File: src/temporal_frame_average_assert.svh
// ----------------------------------------------------------------------------
// temporal_frame_average assertion macros
// Concurrent check macros shared by the RTL; empty when SYNTHESIS is defined.
// ----------------------------------------------------------------------------
`ifndef TEMPORAL_FRAME_AVERAGE_ASSERT_SVH
`define TEMPORAL_FRAME_AVERAGE_ASSERT_SVH
`ifndef SYNTHESIS
// same-cycle implication
`define TFA_ASSERT_IMP(label, clk, rst_n, ante, cons, msg) \
	label: assert property (@(posedge clk) disable iff (!rst_n) (ante) |-> (cons)) \
		else $error(msg);
// next-cycle implication
`define TFA_ASSERT_NXT(label, clk, rst_n, ante, cons, msg) \
	label: assert property (@(posedge clk) disable iff (!rst_n) (ante) |=> (cons)) \
		else $error(msg);
`else
`define TFA_ASSERT_IMP(label, clk, rst_n, ante, cons, msg)
`define TFA_ASSERT_NXT(label, clk, rst_n, ante, cons, msg)
`endif
`endif

File: src/tfa_fifo.sv
// ----------------------------------------------------------------------------
// tfa_fifo
// Small register FIFO used for the command queue and the result queue.
// ----------------------------------------------------------------------------
`timescale 1ns / 1ps

module tfa_fifo #(
	parameter int DATA_W = 8,
	parameter int DEPTH  = 4
) (
	input  logic              clk,
	input  logic              arst_n,
	input  logic              push,
	input  logic [DATA_W-1:0] din,
	output logic              full,
	input  logic              pop,
	output logic [DATA_W-1:0] dout,
	output logic              empty
);

	localparam int PTR_W = (DEPTH > 1) ? $clog2(DEPTH) : 1;
	localparam int CNT_W = $clog2(DEPTH + 1);

	logic [DATA_W-1:0] data_q [DEPTH];
	logic [PTR_W-1:0]  wr_ptr_q;
	logic [PTR_W-1:0]  rd_ptr_q;
	logic [CNT_W-1:0]  count_q;
	logic              do_push;
	logic              do_pop;

	assign full    = (count_q == CNT_W'(DEPTH));
	assign empty   = (count_q == '0);
	assign do_push = push && !full;
	assign do_pop  = pop && !empty;
	assign dout    = data_q[rd_ptr_q];

	always_ff @(posedge clk or negedge arst_n) begin
		if (!arst_n) begin
			wr_ptr_q <= '0;
			rd_ptr_q <= '0;
			count_q  <= '0;
		end else begin
			if (do_push) begin
				wr_ptr_q <= (wr_ptr_q == PTR_W'(DEPTH - 1)) ? '0 : wr_ptr_q + 1'b1;
			end
			if (do_pop) begin
				rd_ptr_q <= (rd_ptr_q == PTR_W'(DEPTH - 1)) ? '0 : rd_ptr_q + 1'b1;
			end
			if (do_push && !do_pop) begin
				count_q <= count_q + 1'b1;
			end else if (do_pop && !do_push) begin
				count_q <= count_q - 1'b1;
			end
		end
	end

	always_ff @(posedge clk) begin
		if (do_push) begin
			data_q[wr_ptr_q] <= din;
		end
	end

endmodule

File: config.mk
export PLATFORM = sky130hd
export DESIGN_NAME = tfa_fifo
export DESIGN_NICKNAME = d
export VERILOG_FILES = /design/src/temporal_frame_average_assert.svh /design/src/tfa_fifo.sv
export SDC_FILE = /design/constraint.sdc
export NUM_CORES = 1
export LEC_CHECK = 0
export BUFFER_PORTS_ARGS = -buffer_cell sky130_fd_sc_hd__buf_4
export CAP_MARGIN = 20
export CORE_MARGIN = 10
export CORE_UTILIZATION = 50
export CTS_BUF_LIST = sky130_fd_sc_hd__clkbuf_8
export DETAILED_ROUTE_END_ITERATION = 16
export PLACE_DENSITY = 0.83
export SYNTH_ARGS = -nofsm -noshare
export SYNTH_HDL_FRONTEND = slang
export SYNTH_SLANG_ARGS = --single-unit
File: constraint.sdc
create_clock -name clk -period 2.4 [get_ports clk]
set_input_delay 0.36 -clock clk [delete_from_list [all_inputs] [get_ports clk]]
set_output_delay 0.36 -clock clk [all_outputs]
set_load 0.02 [all_outputs]
; ---- After elaboration in Yosys (flattened, before gate mapping)
; Memories as Yosys holds them, arrays and structs flattened.
; Cells that the tools add are included.
[classes]
n_addsub = 4
n_mul = 0
n_div = 0
order_cmp = 0
eq_ne = 3
shifts = 0
muxes = 6
n_bitwise = 0
reduce_logical = 10
[ops]
columns = cell, count
row1 = $mux W3, 2
row2 = $add A2 B1 Y2 const B, 2
row3 = $eq A2 B2 Y1 const B, 2
row4 = $logic_and A1 B1 Y1, 4
row5 = $logic_not A1 Y1, 4
row6 = $mux W2, 2
row7 = $add A3 B1 Y3 const B, 1
row8 = $eq A3 B3 Y1 const B, 1
row9 = $logic_not A3 Y1, 1
row10 = $sub A3 B1 Y3 const B, 1
row11 = $mux W1, 2
row12 = $reduce_bool A2 Y1, 1
[word_totals]
register_bits = 7
latchBits = 0
ramBits = 32
mem_bits_ro = 0
out_inout_bits = 10
elab_cells = 27
memories = 1
[mem_list]
columns = memory, words, width, rd, rd_ports_with_merged_regs, write_ports, line_no
row1 = data_q, 4, 8, 1, 0, 1, tfa_fifo.sv:24  ; logic [DATA_W-1:0] data_q [DEPTH];

; ---- Longest topological paths before layout
; Gate-level depths: netlist of the first run.
[depth]
depth_word = 7
depth_mapped = 8
depth_no_buf = 8

; ---- Worst setup path before layout of the first run
; OpenSTA, ideal clock, no wires.
[synth_timing]
kind = register to register
startpoint = register count_q[0]
endpoint = register count_q[2]
arrival_ns = 2.247
required_ns = 2.321
slack_ns = 0.074
path_stages_with_launch = 9
synth_period_minus_slack_ns = 2.326
path_cell_list = dfrtp_1 -> nor3_1 -> nand2b_4 -> ha_1 -> inv_1 -> fa_1 -> xor2_1 -> nor2_1 -> xor2_1
[synth_via]
elab_chain_len = 6
word_cells_on_any_way = 15
classes_between = 2 x add/sub / 1 x eq/ne / 2 x mux / 10 x reduce/logical
[synth_lines]
columns = item, line_no
row1 = from (decl), tfa_fifo.sv:27  ; logic [CNT_W-1:0] count_q;
row2 = from (signal assigned), tfa_fifo.sv:50  ; count_q <= count_q + 1'b1;
row3 = from (signal assigned), tfa_fifo.sv:52  ; count_q <= count_q - 1'b1;
row4 = $logic_not A3 Y1 (*), tfa_fifo.sv:32  ; assign empty = (count_q == '0);
row5 = named net empty, tfa_fifo.sv:18  ; output logic empty
row6 = $logic_not A1 Y1 (*), tfa_fifo.sv:34  ; assign do_pop = pop && !empty;
row7 = $logic_and A1 B1 Y1 (*), tfa_fifo.sv:34
row8 = $logic_not A1 Y1, tfa_fifo.sv:49  ; if (do_push && !do_pop) begin
row9 = $logic_and A1 B1 Y1, tfa_fifo.sv:49
row10 = $mux W3 / $reduce_bool A2 Y1 (equally long branches), n/a
; The timed path passes the listed nets; every way through them passes the cells marked *. The select of a mux whose other input is x is not followed.
; A chain may end at the register's enable or synchronous reset.

; ---- Worst setup path in the final report of the first run
[layout_timing]
startpoint = register rd_ptr_q[0]
endpoint = output port dout[2]
[layout_via]
elab_chain_len = 1
[layout_lines]
columns = item, line_no
row1 = from (decl), tfa_fifo.sv:26  ; logic [PTR_W-1:0] rd_ptr_q;
row2 = from (signal assigned), tfa_fifo.sv:47  ; rd_ptr_q <= (rd_ptr_q == PTR_W'(DEPTH - 1)) ? '0 : rd_ptr_q + 1'b1;
row3 = $mem_v2 Z4 W8, n/a
row4 = to (decl), tfa_fifo.sv:17  ; output logic [DATA_W-1:0] dout,
; Every way passes these cells.

==> results of run 1 <==
## worst paths after layout
| kind | startpoint | end | slack [ps] | cells after the start |
|---|---|---|---|---|
| max in group asynchronous | arst_n | wr_ptr_q[0]$_DFFE_PN0P_ | 1860 | 2 |
| max | rd_ptr_q[0]$_DFFE_PN0P_ | dout[2] | 280 | 2 |
| min | din[4] | data_q[1][4]$_DFFE_PP_ | 270 | 1 |
| max reg2reg | count_q[0]$_DFFE_PN0P_ | count_q[2]$_DFFE_PN0P_ | 300 | 8 |
| min reg2reg | count_q[2]$_DFFE_PN0P_ | count_q[2]$_DFFE_PN0P_ | 540 | 1 |
| min in group asynchronous | arst_n | count_q[2]$_DFFE_PN0P_ | 420 | 2 |
## what timing repair did
item	CTS	global route
endpoints found under the hold margin	7	0
setup buffers	0	0
hold buffers	1	0
endpoints found under the setup margin	0	0
## placed cells by master (no fill, tap or decap)
cell / n
inv_1: 3
edfxtp_1: 32
buf_4: 22
and2_1: 3
mux2_2: 1
ha_1: 6
nand2_1: 1
clkinv_2: 1
nor2b_4: 1
dfrtp_1: 7
xnor2_1: 1
mux4_2: 8
dlygate4sd3_1: 1
clkbuf_8: 6
mux2_4: 4
bufinv_16: 1
nand2b_4: 1
nor2_1: 4
nor3b_4: 1
xor2_1: 2
nor3_1: 1
fa_1: 1
## power by group through the flow
stage,combinational [mW],sequential [mW],clock (mW)
6_report,0.878,1.08,0.545
5_1_grt,0.958,1.11,0.589
4_1_cts,0.901,1.09,0.556
3_5_place_dp,0.891,1.11,0
3_3_place_gp,0.863,1.09,0
2_1_floorplan,0.679,1.00,0
## registers in the layout (all words and copies together), names as in the netlist
name and cells:
wr_ptr_q 2, count_q 3, data_q 32, rd_ptr_q 2
## metrics by stage
stage | setup WS [ps] | util | cells | instance area (sq um) | power, mW
2_1_floorplan | 73.60 | - | 79 | 1618 | 1.680
3_3_place_gp | 473.9 | 0.5943 | 143 | 1829 | 1.949
3_5_place_dp | 266.9 | 0.5943 | 143 | 1829 | 1.997
4_1_cts | 217.5 | 0.6358 | 152 | 1957 | 2.550
5_1_grt | 163.8 | 0.6358 | 152 | 1957 | 2.655
6_report | 277.7 | 0.6358 | 152 | 1957 | 2.507
## synth_stat cells
library cell   n  area share
clkbuf_1       1      0.0023
nor3_1         1      0.0031
ha_1           6       0.046
fa_1           1       0.012
mux2_2         1      0.0070
dfrtp_1        7        0.11
nand2_1        1      0.0023
inv_1          3      0.0070
xnor2_1        1      0.0054
nor3b_4        1       0.012
mux4_2         8        0.11
nor2b_4        1      0.0085
and2_1         3       0.012
edfxtp_1      32        0.59
mux2_4         4       0.037
xor2_1         2       0.011
nand2b_4       1      0.0085
nor2_1         4      0.0093
buf_2          1      0.0031
## logic make-up after synthesis
| group | synth area share |
|---|---|
| mux | 0.1555 |
| fa+ha+maj | 0.05878 |
| flops | 0.7022 |
| simple gates | 0.05490 |
| xor+xnor | 0.01624 |
| buf+inv | 0.01237 |
## routing by layer
| layer | wire length (microns) | track usage |
|---|---|---|
| met4 | 27 | 0.02788 |
| met2 | 1301 | 0.1492 |
| met5 | 0 | 0 |
| met1 | 1067 | 0.09728 |
| met3 | 160 | 0.04196 |
## final cells by class
type                       instances  area share
clock buffer                       6     0.04220
multi-input combinational         35      0.2359
tap                               44     0.02813
timing repair buffer              23     0.08951
inverter                           3    0.005754
sequential                        39      0.5806
clock inverter                     2     0.01790
==> results.yml, run 1 <==
global_routing:
  grt_first_pass_wirelength_microns: 4064
  antenna_violations_before_repair: 0
  grt.overflow.total: 0
  grt_start_max_net_pins: 13
  global_route_usage_over_all_layers: 0.08900
  first_global_vias: 841
power_and_ir_drop:
  switching_share: 0.3105
  power.internal_mw: 1.729
  power.combinational.fraction: 0.350
  leakagePower_nw: 0.7530
  power_switching_uw: 778.6
  clock_power_share: 0.217
  power.ir.vdd_worst_uv: 609.5
  power.sequential.fraction: 0.432
  pwr_density_cell_nw_per_um2: 1281
floorplan:
  die_x_microns: 76.88
  fp-row-count: 20
  design.core.area_sq_um: 3078
  die_footprint_sq_um: 5911
  chipHeight_microns: 76.88
  pin_count: 22
  effective_utilization_at_floorplan: 0.5256
final_layout:
  n_antenna_cell: 0
  num-fill-cells: 223
  fin_nets: 126
  area_growth_syn_to_layout_pct: 20.96
  sequential_cell_area_sq_um: 1136
  drive_above_1_share: 0.4259
  multi_input_area_sq_um: 461.7
logic_synthesis:
  synth_sequential_area_ratio: 0.7022
  synthesized_netlist_net_count: 98
  synth_seq_cells: 39
  syn_avg_cell_area_sq_um: 20.48
  synth_cell_types: 19
  yosys_warnings: 0
  synth_cells: 79
  netlist_area_sq_um: 1618
clocking:
  clock-sinks: 39
  post_cts.resized_instances: 0
  path_clk_slew_ps: 70
  worst_skew_pair.late_latency_ps: 280
  clk_path_buf_depth: 2
  number_of_cts_inserted_buffers: 5
  root_buffer: "clkbuf_8"
  tritoncts: "yes"
  cts-htree-levels: 2
detailed_routing:
  dr.pass1.iters: 4
  drt_iter0_drc: 58
  antenna_left: 0
  num_vias: 768
  route.detailed.vias_per_inst: 5.053
  routedWlPerCell_microns: 16.81
  remaining_drc_errors: 0
  drt_wirelength_microns: 2555
setup_path:
  timing.critical_path.from_type: "flip-flop"
  worst-path-buf-inv: 1
  critical_path.top_delay_family: "flip-flops"
  cp.required_ps: 2040
  timing.critical_path.cells: "mux4_2 -> buf_4"
  end_kind: "output pin"
  worst_ep_arrival_time_ps: 1760
  cp_max_delay_cell: "dfrtp_1"
  crit_fanout: 11
  timing_worst_setup_path_type: "reg -> out"
  max_stage_delay_ps: 710
sta:
  slew_headroom: 0.6161
  layout_worst_path_cycle_share: 0.8843
  clock-skew-final_ps: 4.309
  max_clock_freq_mhz: 471.2
  tightest_slew_ps: 575.9
  final.min_clock_period_ps: 2122
  setup_viol: 0
  final.setup.tns_ps: 0
  rsz0062_at_grt: "no"
  timing.final.hold_violations: 0
  final_max_slew_viol_count: 0
  fin_hold_ws_ps: 273.8
status:
  run_status: "finished, final reports clean"
placement:
  dpl.hpwl_microns: 1840
  gpl.final_weighted_congestion: 0.7474
  port_buffers: 21
hold_path:
  timing.hold.worst.class: "in -> reg"
job:
  timing.max_cap.violations: 0
(Power assumes the default switching activity.)
==> run 2, diff against run 1 <==
--- a/config.mk
+++ b/config.mk
@@ -11,7 +11,8 @@
 export CORE_UTILIZATION = 50
 export CTS_BUF_LIST = sky130_fd_sc_hd__clkbuf_8
 export DETAILED_ROUTE_END_ITERATION = 16
-export PLACE_DENSITY = 0.83
+export MAX_ROUTING_LAYER = met4
+export PLACE_DENSITY = 0.86
 export SYNTH_ARGS = -nofsm -noshare
 export SYNTH_HDL_FRONTEND = slang
 export SYNTH_SLANG_ARGS = --single-unit
==> constraint.sdc (replaced) <==
create_clock -name clk -period 1.8 [get_ports clk]
set_input_delay 0.27 -clock clk [delete_from_list [all_inputs] [get_ports clk]]
set_output_delay 0.27 -clock clk [all_outputs]
set_load 0.02 [all_outputs]
==> run 2 against run 1 <==
Against the previous run: sequential power grew 30%; final cell count grew 9.9%; clock power grew 3.9%; register-to-register slack lost 300 ps; critical path type is now reg -> reg; largest cell class unchanged.
==> results.yml, run 2 (same netlist as run 1, synthesis figures left out) <==
final_layout:
  biggestRegsByFlops: "data_q x32, count_q x3"
  mostFrequentLayoutCells: "edfxtp_1, buf_4, mux4_2"
  drive_above_1_share: 0.5528
  largest_register_ff_count: 32
  fin_nets: 141
  area_growth_syn_to_layout_pct: 29.23
  post-route-util: 0.6793
  largest_register: "data_q"
  fin_area_sq_um: 2091
  n_antenna_cell: 0
  num-fill-cells: 213
placement:
  dpl.hpwl_microns: 1943
  post-place-ws_ps: -18.29
  gpl.final_weighted_congestion: 0.6918
  port_buffers: 21
  placed_cell_area_sq_um: 1932
power_and_ir_drop:
  leakagePower_nw: 0.8133
  pwr_density_cell_nw_per_um2: 1675
  total_power_mw: 3.502
  power.ir.vdd_worst_uv: 793.8
setup_path:
  timing.critical_path.from_type: "flip-flop"
  timing.critical_path.cells: "nor3b_4 -> nor2b_4 -> ha_4 -> inv_2 -> fa_2 -> mux2_2"
  worst_ep_arrival_time_ps: 1970
  end_kind: "flip-flop"
  max_stage_delay_ps: 450
  cp_max_delay_cell: "dfrtp_2"
  timing_worst_setup_path_type: "reg -> reg"
  critical_path.top_delay_family: "adder cells"
  cp.required_ps: 1970
  worst-path-buf-inv: 1
  crit_fanout: 3
status:
  run_status: "finished, final reports clean"
floorplan:
  die_footprint_sq_um: 5911
  chipHeight_microns: 76.88
  pin_count: 22
  effective_utilization_at_floorplan: 0.5256
  fp-row-count: 20
  die_x_microns: 76.88
  design.core.area_sq_um: 3078
sta:
  slew_headroom: 0.8317
  tightest_slew_ps: 252.5
  clock-skew-final_ps: 4.388
  final.setup.tns_ps: 0
  setup_ws_ps: 3.538
  rsz0062_at_grt: "yes"
  final.min_clock_period_ps: 1796
  max_clock_freq_mhz: 556.7
  final_max_slew_viol_count: 0
  timing.final.hold_violations: 0
  setup_viol: 0
  layout_worst_path_cycle_share: 0.9980
global_routing:
  grt.overflow.total: 0
  grt_first_pass_wirelength_microns: 4512
  global_route_usage_over_all_layers: 0.1033
  grt_start_max_net_pins: 14
  antenna_violations_before_repair: 0
  first_global_vias: 909
clocking:
  worst_skew_pair.late_latency_ps: 290
  path_clk_slew_ps: 80
  number_of_cts_inserted_buffers: 5
  root_buffer: "clkbuf_8"
  cts-htree-levels: 2
  tritoncts: "yes"
  clock-sinks: 39
  clk_path_buf_depth: 2
detailed_routing:
  routedWlPerCell_microns: 16.77
  dr.pass1.iters: 4
  remaining_drc_errors: 0
  drt_wirelength_microns: 2801
  num_vias: 827
  antenna_left: 0
  route.detailed.vias_per_inst: 4.952
  drt_iter0_drc: 35
job:
  timing.max_cap.violations: 0
hold_path:
  timing.hold.worst.class: "in -> reg"
==> run 2: where the power goes <==
part / leakage [nW] / internal [mW] / total, mW / switching [mW]
registers: 0.371 / 1.23 / 1.40 / 0.171
logic: 0.400 / 0.866 / 1.53 / 0.668
clock network: 0.0418 / 0.269 / 0.566 / 0.296
==> run 2: per-stage QoR <==
step	std cells	hold WS, ps
after floorplan	79	-25.59
after global placement	153	87.24
after detailed placement	153	89.41
after CTS	164	168.1
after global routing	167	167.5
final	167	179.0
==> run 2: path summary, 6_finish.rpt <==
path,to,slack (ps),start,cells after the start
setup / recovery,count_q[1]$_DFFE_PN0P_,4,count_q[0]$_DFFE_PN0P_,6
hold / removal,data_q[1][7]$_DFFE_PP_,180,din[7],1
min in group asynchronous,rd_ptr_q[1]$_DFFE_PN0P_,330,arst_n,2
max in group asynchronous,count_q[0]$_DFFE_PN0P_,1340,arst_n,2
setup reg to reg,count_q[1]$_DFFE_PN0P_,4,count_q[0]$_DFFE_PN0P_,6
hold reg to reg,count_q[2]$_DFFE_PN0P_,510,count_q[2]$_DFFE_PN0P_,1
==> run 2: timing repair <==
item / in CTS / in global routing
endpoints found under the hold margin: 7 / 0
hold buffers: 1 / 0
setup buffers: 2 / 3
pin swaps: 2 / 3
resized for setup: 1 / 7
setup endpoints to repair: 2 / 9
==> run 2: metal layers <==
metal | GRT usage | vias up | wire length (microns)
met5 | - | - | 0
met3 | 0.03263 | 4 | 111
li1 | - | 388 | -
met1 | 0.1030 | 419 | 1119
met2 | 0.1737 | 16 | 1538
met4 | 0.06134 | 0 | 31
==> run 2: area by class of cell <==
cell class / instances / area [sq um] / share of cell area
inverter: 3 / 11.26 / 0.005386
timing repair buffer: 38 / 306.5 / 0.1466
sequential: 39 / 1141 / 0.5458
clock inverter: 3 / 20.02 / 0.009575
multi-input combinational: 35 / 488.0 / 0.2334
clock buffer: 5 / 68.82 / 0.03291
tap: 44 / 55.05 / 0.02633
