## config.mk

```make
export PLATFORM = sky130hd
export DESIGN_NAME = tfa_front
export DESIGN_NICKNAME = d
export VERILOG_FILES = /design/src/temporal_frame_average_assert.svh /design/src/tfa_pkg.sv /design/src/tfa_front.sv
export SDC_FILE = /design/constraint.sdc
export NUM_CORES = 1
export LEC_CHECK = 0
export ABC_CLOCK_PERIOD_IN_PS = 7000
export CORE_ASPECT_RATIO = 0.7
export CORE_MARGIN = 3
export CORE_UTILIZATION = 45
export CTS_BUF_LIST = sky130_fd_sc_hd__clkbuf_4 sky130_fd_sc_hd__clkbuf_8
export CTS_CLUSTER_DIAMETER = 100
export DETAILED_ROUTE_END_ITERATION = 10
export DONT_BUFFER_PORTS = 1
export PLACE_DENSITY = 0.58
export SLEW_MARGIN = 20
export SYNTH_ARGS = -nofsm -noshare
export SYNTH_HDL_FRONTEND = slang
export SYNTH_SLANG_ARGS = --single-unit
```

## constraint.sdc

```tcl
create_clock -name clk -period 7 [get_ports clk]
set_input_delay 0.7 -clock clk [delete_from_list [all_inputs] [get_ports clk]]
set_output_delay 0.7 -clock clk [all_outputs]
set_load 0.01 [all_outputs]
```

## src/temporal_frame_average_assert.svh

```systemverilog
// ----------------------------------------------------------------------------
// temporal_frame_average assertion macros
// Concurrent check macros shared by the RTL; empty when SYNTHESIS is defined.
// ----------------------------------------------------------------------------
`ifndef TEMPORAL_FRAME_AVERAGE_ASSERT_SVH
`define TEMPORAL_FRAME_AVERAGE_ASSERT_SVH
`ifndef SYNTHESIS
// same-cycle implication
`define TFA_ASSERT_IMP(label, clk, rst_n, ante, cons, msg) \
	label: assert property (@(posedge clk) disable iff (!rst_n) (ante) |-> (cons)) \
		else $error(msg);
// next-cycle implication
`define TFA_ASSERT_NXT(label, clk, rst_n, ante, cons, msg) \
	label: assert property (@(posedge clk) disable iff (!rst_n) (ante) |=> (cons)) \
		else $error(msg);
`else
`define TFA_ASSERT_IMP(label, clk, rst_n, ante, cons, msg)
`define TFA_ASSERT_NXT(label, clk, rst_n, ante, cons, msg)
`endif
`endif

```

## src/tfa_pkg.sv

```systemverilog
// ----------------------------------------------------------------------------
// tfa_pkg
// Fixed widths and shared types of the temporal frame averager.
// ----------------------------------------------------------------------------
`timescale 1ns / 1ps

package tfa_pkg;

	localparam int PIX_W     = 8;   // pixel byte
	localparam int CFG_W     = 17;  // frame size register
	localparam int IDX_W     = 16;  // reported pixel index
	localparam int SUM_W     = 32;  // per-pixel accumulator
	localparam int DIV_BITS  = 4;   // quotient bits per divider cycle
	localparam int DIV_STEPS = SUM_W / DIV_BITS;
	localparam int STEP_W    = (DIV_STEPS > 1) ? $clog2(DIV_STEPS) : 1;

	// classification flags carried from front to back
	typedef struct packed {
		logic final_px;  // pixel of the final frame: produce an average
		logic last;      // pixel closes the frame
		logic dropped;   // frames of this set were ignored
	} cmd_flags_t;

	// one result transaction
	typedef struct packed {
		logic [PIX_W-1:0] average;
		logic [IDX_W-1:0] pixel_index;
		logic             last;
		logic             frames_dropped;
	} res_t;

	// back end status seen by the top level
	typedef struct packed {
		logic clearing;  // accumulator clear pass in progress
		logic div_idle;  // divider free for a new final pixel
	} back_status_t;

endpackage

```

## src/tfa_front.sv

```systemverilog
// ----------------------------------------------------------------------------
// tfa_front
// Frame size register, position and frame counters; classifies each pixel.
// ----------------------------------------------------------------------------
`timescale 1ns / 1ps

module tfa_front import tfa_pkg::*; #(
	parameter int MAX_PIXELS = 65536,
	parameter int MAX_FRAMES = 256,
	parameter int ADDR_W     = 16,
	parameter int SZ_W       = 17,
	parameter int FS_W       = 8,
	parameter int CNT_W      = 9
) (
	input  logic              clk,
	input  logic              arst_n,
	input  logic              cfg_valid,
	input  logic [CFG_W-1:0]  cfg_data,
	input  logic              accept,
	input  logic [PIX_W-1:0]  pixel,
	input  logic              final_frame,
	output logic              cmd_push,
	output logic [PIX_W-1:0]  cmd_pix,
	output logic [ADDR_W-1:0] cmd_addr,
	output logic [CNT_W-1:0]  cmd_cnt,
	output cmd_flags_t        cmd_flags
);

	localparam int SIZE_RST = (MAX_PIXELS < 65536) ? MAX_PIXELS : 65536;

	logic [SZ_W-1:0]   size_q;
	logic [ADDR_W-1:0] pos_q;
	logic [FS_W-1:0]   frames_q;
	logic              dropped_q;

	logic [SZ_W-1:0]   size_nxt;
	logic [ADDR_W-1:0] pos;
	logic [SZ_W-1:0]   pos_inc;
	logic              wrap;
	logic              capped;

	// clamp the written frame size into 1..MAX_PIXELS
	always_comb begin
		if (cfg_data == '0) begin
			size_nxt = SZ_W'(1);
		end else if (32'(cfg_data) > 32'(MAX_PIXELS)) begin
			size_nxt = SZ_W'(MAX_PIXELS);
		end else begin
			size_nxt = SZ_W'(cfg_data);
		end
	end

	// position restarts when the frame shrank below it
	assign pos     = (SZ_W'(pos_q) >= size_q) ? '0 : pos_q;
	assign pos_inc = SZ_W'(pos) + 1'b1;
	assign wrap    = (pos_inc >= size_q);
	assign capped  = (frames_q == FS_W'(MAX_FRAMES - 1));

	assign cmd_push           = accept && (final_frame || !capped);
	assign cmd_pix            = pixel;
	assign cmd_addr           = pos;
	assign cmd_cnt            = CNT_W'(frames_q) + 1'b1;
	assign cmd_flags.final_px = final_frame;
	assign cmd_flags.last     = wrap;
	assign cmd_flags.dropped  = dropped_q;

	always_ff @(posedge clk or negedge arst_n) begin
		if (!arst_n) begin
			size_q    <= SZ_W'(SIZE_RST);
			pos_q     <= '0;
			frames_q  <= '0;
			dropped_q <= 1'b0;
		end else begin
			if (cfg_valid) begin
				size_q <= size_nxt;
			end
			if (accept) begin
				if (!final_frame && capped) begin
					dropped_q <= 1'b1;
				end
				if (wrap) begin
					pos_q <= '0;
					if (final_frame) begin
						frames_q  <= '0;
						dropped_q <= 1'b0;
					end else if (!capped) begin
						frames_q <= frames_q + 1'b1;
					end
				end else begin
					pos_q <= ADDR_W'(pos_inc);
				end
			end
		end
	end

endmodule

```

## Word level (Yosys, flattened, before mapping)

Index checks and enable logic that the tools add are counted.

- Logic and storage cells: 28
- Output and inout bits: 37
- Flip-flop bits (word level): 42

- Add/sub/neg operators: 3
- Reduce and logical (&&, ||, !) cells: 7
- Equality and inequality tests: 2
- Order comparisons: 3
- Muxes and demuxes: 9

Operator list:

| operator | count |
|---|---|
| $mux 17 | 2 |
| $mux 16 | 2 |
| $add 16x1->17 const B | 1 |
| $ge 16x17->1 | 1 |
| $ge 17x17->1 | 1 |
| $gt 17x17->1 const B | 1 |
| $logic_not 17->1 | 1 |
| $mux 8 | 2 |
| $add 8x1->9 const B | 1 |
| $add 8x1->8 const B | 1 |
| $eq 8x8->1 const B | 1 |
| $mux 1 | 3 |
| $reduce_and 3->1 | 1 |
| $logic_and 1x1->1 | 2 |
| $logic_not 1->1 | 2 |
| $ne 2x2->1 const B | 1 |
| $logic_or 1x1->1 | 1 |

## Logic depth before layout (Yosys ltp)

Gate-level depths: netlist (run 1).

- Word-level depth: 5
- Gate-level depth with buffers: 24
- Depth with buffers taken out: 23

## Worst setup path before layout (run 1)

No wires, ideal clock.

- Kind: register to output
- Start point: reg pos_q[8]
- End point: out cmd_flags[1] (netlist name)
- Slack: 1449 ps
- Data required time: 6300 ps
- Arrival time: 4851 ps
- Cell stages (with the launch flop): 22
- Buffers on the path: 2
- Cells stage by stage: dfrtp_1 ha_1 and4_1 and3_1 a2111oi_0 a211o_1 o21ai_1 nor2_1 ha_1 nand3_1 nor4_1 and3_1 xnor2_1 nor2_1 ha_1 nand4_1 or4_1 a21oi_2 nor2b_1 buf_6 inv_2 buf_4

- Longest elaborated chain between the ends: 4

RTL lines:

| element | line | text |
|---|---|---|
| from (decl) | tfa_front.sv:32 | `logic [ADDR_W-1:0] pos_q;` |
| from (signal assigned) | tfa_front.sv:90 | `pos_q <= ADDR_W'(pos_inc);` |
| $ge 16x17->1 | tfa_front.sv:54 | `assign pos = (SZ_W'(pos_q) >= size_q) ? '0 : pos_q;` |
| $mux 16 | tfa_front.sv:54 |  |
| net cmd_addr[0] | tfa_front.sv:24 | `output logic [ADDR_W-1:0] cmd_addr,` |
| $add 16x1->17 | tfa_front.sv:55 | `assign pos_inc = SZ_W'(pos) + 1'b1;` |
| $ge 17x17->1 | tfa_front.sv:56 | `assign wrap = (pos_inc >= size_q);` |
| to (decl) | tfa_front.sv:26 | `output cmd_flags_t cmd_flags` |

The timed path passes the listed nets, and every way through them passes these cells.

==> results.toml, run 1 <==
[run_status]
status = "finished clean"

[placed_design]
gp_congestion = 0.8700
io_buffer_count = 0
hpwl_um = 6085

[worst_setup_path]
r2r_slack_ps = 670
end_kind = "output pin"
cp-start-kind = "flop"
path_class = "reg -> out"
path_max_fanout = 10
cp.required_ps = 6300
arrival_ps = 5660

[yosys]
synth_cell_types = 48
syn_nets = 443
ys_async_sr_fraction_pct = 100.0
yosysSeqAreaShare_pct = 33.07
synth_area_per_cell_um2 = 8.417
synthFlopType = "dfrtp_1"
netlist_area_mm2 = 0.003182
synth_seq_cells = 42
yosys_warnings = 0
synth-edff-count = 0
netlist_instances = 378

[routing]
drc_errors = 0
drt_iter0_markers = 134
met1Wirelength_um = 4177
dr.pass1.iters = 4
routed-via-count = 2544
routed.top_layer = "met4"
post_drt_wl_per_cell_um = 17.10
wl_um = 7849
ant_nets = 0
dr_wl_met3_um = 407
wl_met2_um = 3207
vias_per_cell = 5.542

[sta]
tns_ps = 0
fin_skew_ps = 5.217
drv_slew = 0
finalHoldViolCount = 0
max_freq_mhz = 157.1
rsz0062_at_grt = "no"
finalSetupViolations = 0
maxSlewHeadroom_pct = 34.18
worst_pin_slew_ps = 985.2
fin_crit_ps = 6364
fin_crit_sh_pct = 90.92

[worst_hold_path]
min_path_type = "in -> async"

[clock_tree]
cts_buffers = 5
path_clk_slew_ps = 80
cts_tree = "done"
clk_latency_ps = 290
ctsHoldBuffers = 0
cts_max_path_buffers = 2
h-tree-depth = 2
clkSinkCount = 42
ctsRootBufferMaster = "clkbuf_8"
ctsResizeCount = 0
post-cts-setup-buffers = 0

[finish]
nets = 432
layout_common_cells = "41 x dfrtp_1, 35 x nor2_1, 35 x ha_1, 34 x nand2_1, 31 x o21ai_0"
multi_input_area_mm2 = 0.001892
area.sequential_mm2 = 0.001052
final_util_pct = 50.44
nFillCells = 659
diodes = 0
layout-area-overhead-vs-synth_pct = 3.775
final_layout_size_suffix_gt1_share_pct = 5.435
final_common_cell = "dfrtp_1"

[grt]
grt_pass1_vias = 2551
antenna_found_initial = 0
grt_pass1_wl_um = 13090
grt_max_degree = 43
overflow = 0
grt.total_usage_pct = 19.87

[power]
pwr_density_cell_mw_per_mm2 = 254.0
p_leak_nw = 1.566
ir_worst_vdd_uv = 147.3

[floorplan]
fp-row-count = 24
core_area_mm2 = 0.006546
io_pins = 67
start_util_pct = 48.60
die_h_um = 76.35
die_x_um = 106.5
die_area_mm2 = 0.008132

[run]
cap_violations = 0
## stage by stage
step / total power [W] / area [um^2] / setup WS (ps) / cells / hold WS (ps)
2_1_floorplan: 0.0005775 / 3182 / 1449 / 378 / 404.4
3_3_place_gp: 0.0006455 / 3193 / 1038 / 451 / 405.8
3_5_place_dp: 0.0006490 / 3193 / 828.3 / 451 / 405.9
4_1_cts: 0.0008434 / 3302 / 662.1 / 459 / 81.82
5_1_grt: 0.0009091 / 3302 / 104.7 / 459 / 69.81
6_report: 0.0008387 / 3302 / 635.8 / 459 / 91.95
## layout make-up
class	instances	area share, %
clock inverters	3	1.213
well taps	91	3.448
clock buffers	5	2.084
repair buffers	4	0.9094
multi-input cells	286	57.29
inverters	28	3.183
flip-flops and latches	42	31.87
## synth_stat cells, drive strengths merged, types with 4 or more instances
cell	count	share of area, %
dfrtp	41	32
o21ai	41	6.4
ha	35	14
nor2	35	4.1
nand2	34	4.0
inv	28	3.3
a21oi	17	2.8
a22o	15	4.1
and2	14	2.8
buf	13	3.1
nand3	13	2.0
xnor2	12	3.3
clkbuf	9	1.1
and3	8	1.6
nand4	8	1.6
xor2	8	2.2
nor2b	6	1.2
nor4	6	1.4
nor3	4	0.63
## critical path, cell delays in order (launching register included)
cell       delay (ps)
dfrtp_1           460
ha_1              340
and4_1            240
and3_1            180
a2111oi_0         360
a211o_1           240
o21ai_1           100
nor2_1            330
ha_1              340
nand3_1           210
nor4_1            560
and3_1            300
xnor2_1           150
nor2_1             60
ha_1              320
nand4_1            90
or4_1             520
a21oi_2           180
nor2b_1            70
buf_4             180
inv_2             130
## cell families (layout without fill, tap and decap cells)
| group | Yosys count | after routing | synth area share (%) |
|---|---|---|---|
| compound gates | 95 | 95 | 18.92 |
| flops | 42 | 42 | 33.07 |
| fa+ha+maj | 35 | 35 | 13.76 |
| xor+xnor | 20 | 20 | 5.505 |
| buf+inv | 50 | 40 | 7.471 |
| mux | 1 | 1 | 0.3539 |
| simple gates | 135 | 135 | 20.92 |
## registers in the layout (all words and copies together), names as in the netlist
signal / cells
dropped_q: 1
pos_q: 16
frames_q: 8
size_q: 17
## worst paths after layout
path / to / cells past startpoint / from
max in group asynchronous: size_q[16] / 0 / arst_n
setup reg to reg: pos_q[14] / 21 / pos_q[8]
setup / recovery: cmd_flags[1] / 20 / pos_q[8]
min in group clk: size_q[16] / 1 / cfg_valid
hold / removal: size_q[10] / 0 / arst_n
hold reg to reg: frames_q[0] / 1 / frames_q[0]
## report_power, final
group	internal, W	leakage [nW]	switching [W]	total, W
Clock	0.000105	0.0579	0.0000855	0.000191
Combinational	0.000134	0.957	0.000190	0.000323
Sequential	0.000277	0.550	0.0000482	0.000325
Total	0.000515	1.57	0.000323	0.000839
## layer usage
metal	track usage (%)	up-vias
li1	-	1299
met5	0	-
met4	3.321	0
met2	28.32	46
met3	3.641	6
met1	31.41	1193
Note: power is estimated with default switching activity, not from simulation.
==> inputs of run 2 (changes only) <==
--- a/config.mk
+++ b/config.mk
@@ -8,12 +8,12 @@
 export ABC_CLOCK_PERIOD_IN_PS = 7000
 export CORE_ASPECT_RATIO = 0.7
 export CORE_MARGIN = 3
-export CORE_UTILIZATION = 45
+export CORE_UTILIZATION = 50
 export CTS_BUF_LIST = sky130_fd_sc_hd__clkbuf_4 sky130_fd_sc_hd__clkbuf_8
 export CTS_CLUSTER_DIAMETER = 100
 export DETAILED_ROUTE_END_ITERATION = 10
 export DONT_BUFFER_PORTS = 1
-export PLACE_DENSITY = 0.58
+export PLACE_DENSITY = 0.63
 export SLEW_MARGIN = 20
 export SYNTH_ARGS = -nofsm -noshare
 export SYNTH_HDL_FRONTEND = slang
==> run 2 against run 1 <==
Global-route usage up 1.7 points. Count of clock-buffer cells in the layout unchanged. First-iteration DRC count up 23%. Sequential power about the same. Critical path type unchanged.
==> results.toml, run 2 (synthesis results as in run 1) <==
[power]
power.total_w = 0.0008777
ir_worst_vdd_uv = 143.5
pwr_density_cell_mw_per_mm2 = 265.5
p_leak_nw = 1.571

[finish]
final_layout_size_suffix_gt1_share_pct = 5.450
layout-area-overhead-vs-synth_pct = 3.893
top_regs = "size_q: 17 flops, pos_q: 16 flops, frames_q: 8 flops"
final_util_pct = 55.76
largest_register_ffs = 17
nFillCells = 565
layout_common_cells = "41 x dfrtp_1, 35 x ha_1, 34 x nand2_1, 34 x nor2_1, 31 x o21ai_0"
top_register = "size_q"
nets = 431
diodes = 0
final_common_cell = "dfrtp_1"

[floorplan]
die_h_um = 72.74
start_util_pct = 53.67
io_pins = 67
die_area_mm2 = 0.007372
core_area_mm2 = 0.005928
die_x_um = 101.3
fp-row-count = 23

[placed_design]
gp_congestion = 0.8908
io_buffer_count = 0
place_ws_ps = 567.6
hpwl_um = 5890

[grt]
grt.total_usage_pct = 21.58
overflow = 0
grt_max_degree = 43
grt_pass1_vias = 2466
antenna_found_initial = 0
grt_pass1_wl_um = 12440

[sta]
finalHoldViolCount = 0
max_freq_mhz = 157.3
tns_ps = 0
fin_crit_ps = 6359
finalSetupViolations = 0
rsz0062_at_grt = "no"
drv_slew = 0
setup_ws_ps = 641.1
fin_crit_sh_pct = 90.84
maxSlewHeadroom_pct = 35.07
fin_skew_ps = 8.609
worst_pin_slew_ps = 971.9

[routing]
routed-via-count = 2618
wl_um = 7603
vias_per_cell = 5.923
dr.pass1.iters = 4
drt_iter0_markers = 165
ant_nets = 0
post_drt_wl_per_cell_um = 17.20
drc_errors = 0

[clock_tree]
h-tree-depth = 2
cts_buffers = 5
ctsRootBufferMaster = "clkbuf_8"
cts_tree = "done"
clkSinkCount = 42
clk_latency_ps = 300
path_clk_slew_ps = 90
post-cts-setup-buffers = 0
cts_max_path_buffers = 2

[worst_hold_path]
min_path_type = "in -> async"

[worst_setup_path]
r2r-end = "pos_q[3]"
max_stage_delay_ps = 570
r2r-start = "pos_q[8]"
rr_worst_depth = 20
cp.required_ps = 6300
path_max_fanout = 10
crit_path_frequent_cell = "ha_1"
r2r_slack_ps = 750
arrival_ps = 5660
crit_slowest_cell = "nor4_1"
path_class = "reg -> out"
cp-start-kind = "flop"
path_cells = "ha_1 > and4_1 > and3_1 > a2111oi_0 > a211o_1 > o21ai_1 > nor2_1 > ha_1 > nand3_1 > nor4_1 > and3_1 > xnor2_1 > nor2_1 > ha_1 > nand4_1 > or4_1 > a21oi_2 > nor2b_1 > buf_4 > inv_2"
end_kind = "output pin"

[run_status]
status = "finished clean"

[run]
cap_violations = 0
==> run 2: power by group <==
part	internal (W)	switching, W	total [W]
combinational	0.000132	0.000187	0.000320
sequential	0.000277	0.0000475	0.000324
clock	0.000143	0.0000909	0.000234
==> run 2: cell type report <==
class                      count  area [um^2]  share of cell area [%]
inverter                      28        105.1                   3.179
clock inverter                 3        68.82                   2.082
tap                           75        93.84                   2.839
sequential                    42         1052                   31.83
multi-input combinational    286         1894                   57.31
timing repair buffer           3        22.52                  0.6813
clock buffer                   5        68.82                   2.082
==> run 2: per-stage QoR <==
step | hold slack (ps) | std cells | cell area (um^2)
after floorplan | 404.4 | 378 | 3182
after global placement | 406.0 | 434 | 3166
after detailed placement | 405.6 | 434 | 3166
after CTS | 68.36 | 442 | 3303
after global routing | 59.81 | 442 | 3306
final | 78.56 | 442 | 3306
==> run 2: worst max-delay path by stage <==
stage / startpoint / to / slack [ps] / depth (start not counted)
final: pos_q[8] / cmd_flags[1] / 640 / 20
after global routing: pos_q[7] / cmd_flags[1] / 90 / 20
after CTS: pos_q[7] / pos_q[3] / 530 / 20
after detailed placement: pos_q[7] / pos_q[15] / 570 / 20
after global placement: pos_q[8] / pos_q[12] / 830 / 20
after floorplan: pos_q[8] / cmd_flags[1] / 1450 / 21
==> run 2: timing repair <==
item,in CTS,in global routing
endpoints found under the setup margin,0,13
hold buffers,0,0
gates resized for setup,0,1
==> run 2: routing by layer <==
layer  share of wire (%)  routed length [um]  up-vias  GRT usage [%]
met5                   0                   0        -              0
met4                0.78                  59        0          4.425
met3                 6.5                 495       12          4.489
li1                    -                   -     1302              -
met2                  42                3161       64          30.80
met1                  51                3887     1240          33.55
==> run 2: critical path, delay by kind of cell, from the launching register on <==
| family | cells | cell delay, ps |
|---|---|---|
| simple gates | 10 | 2580 |
| fa+ha+maj | 3 | 980 |
| compound gates | 4 | 890 |
| flops | 1 | 460 |
| buf+inv | 2 | 310 |
| xor+xnor | 1 | 140 |
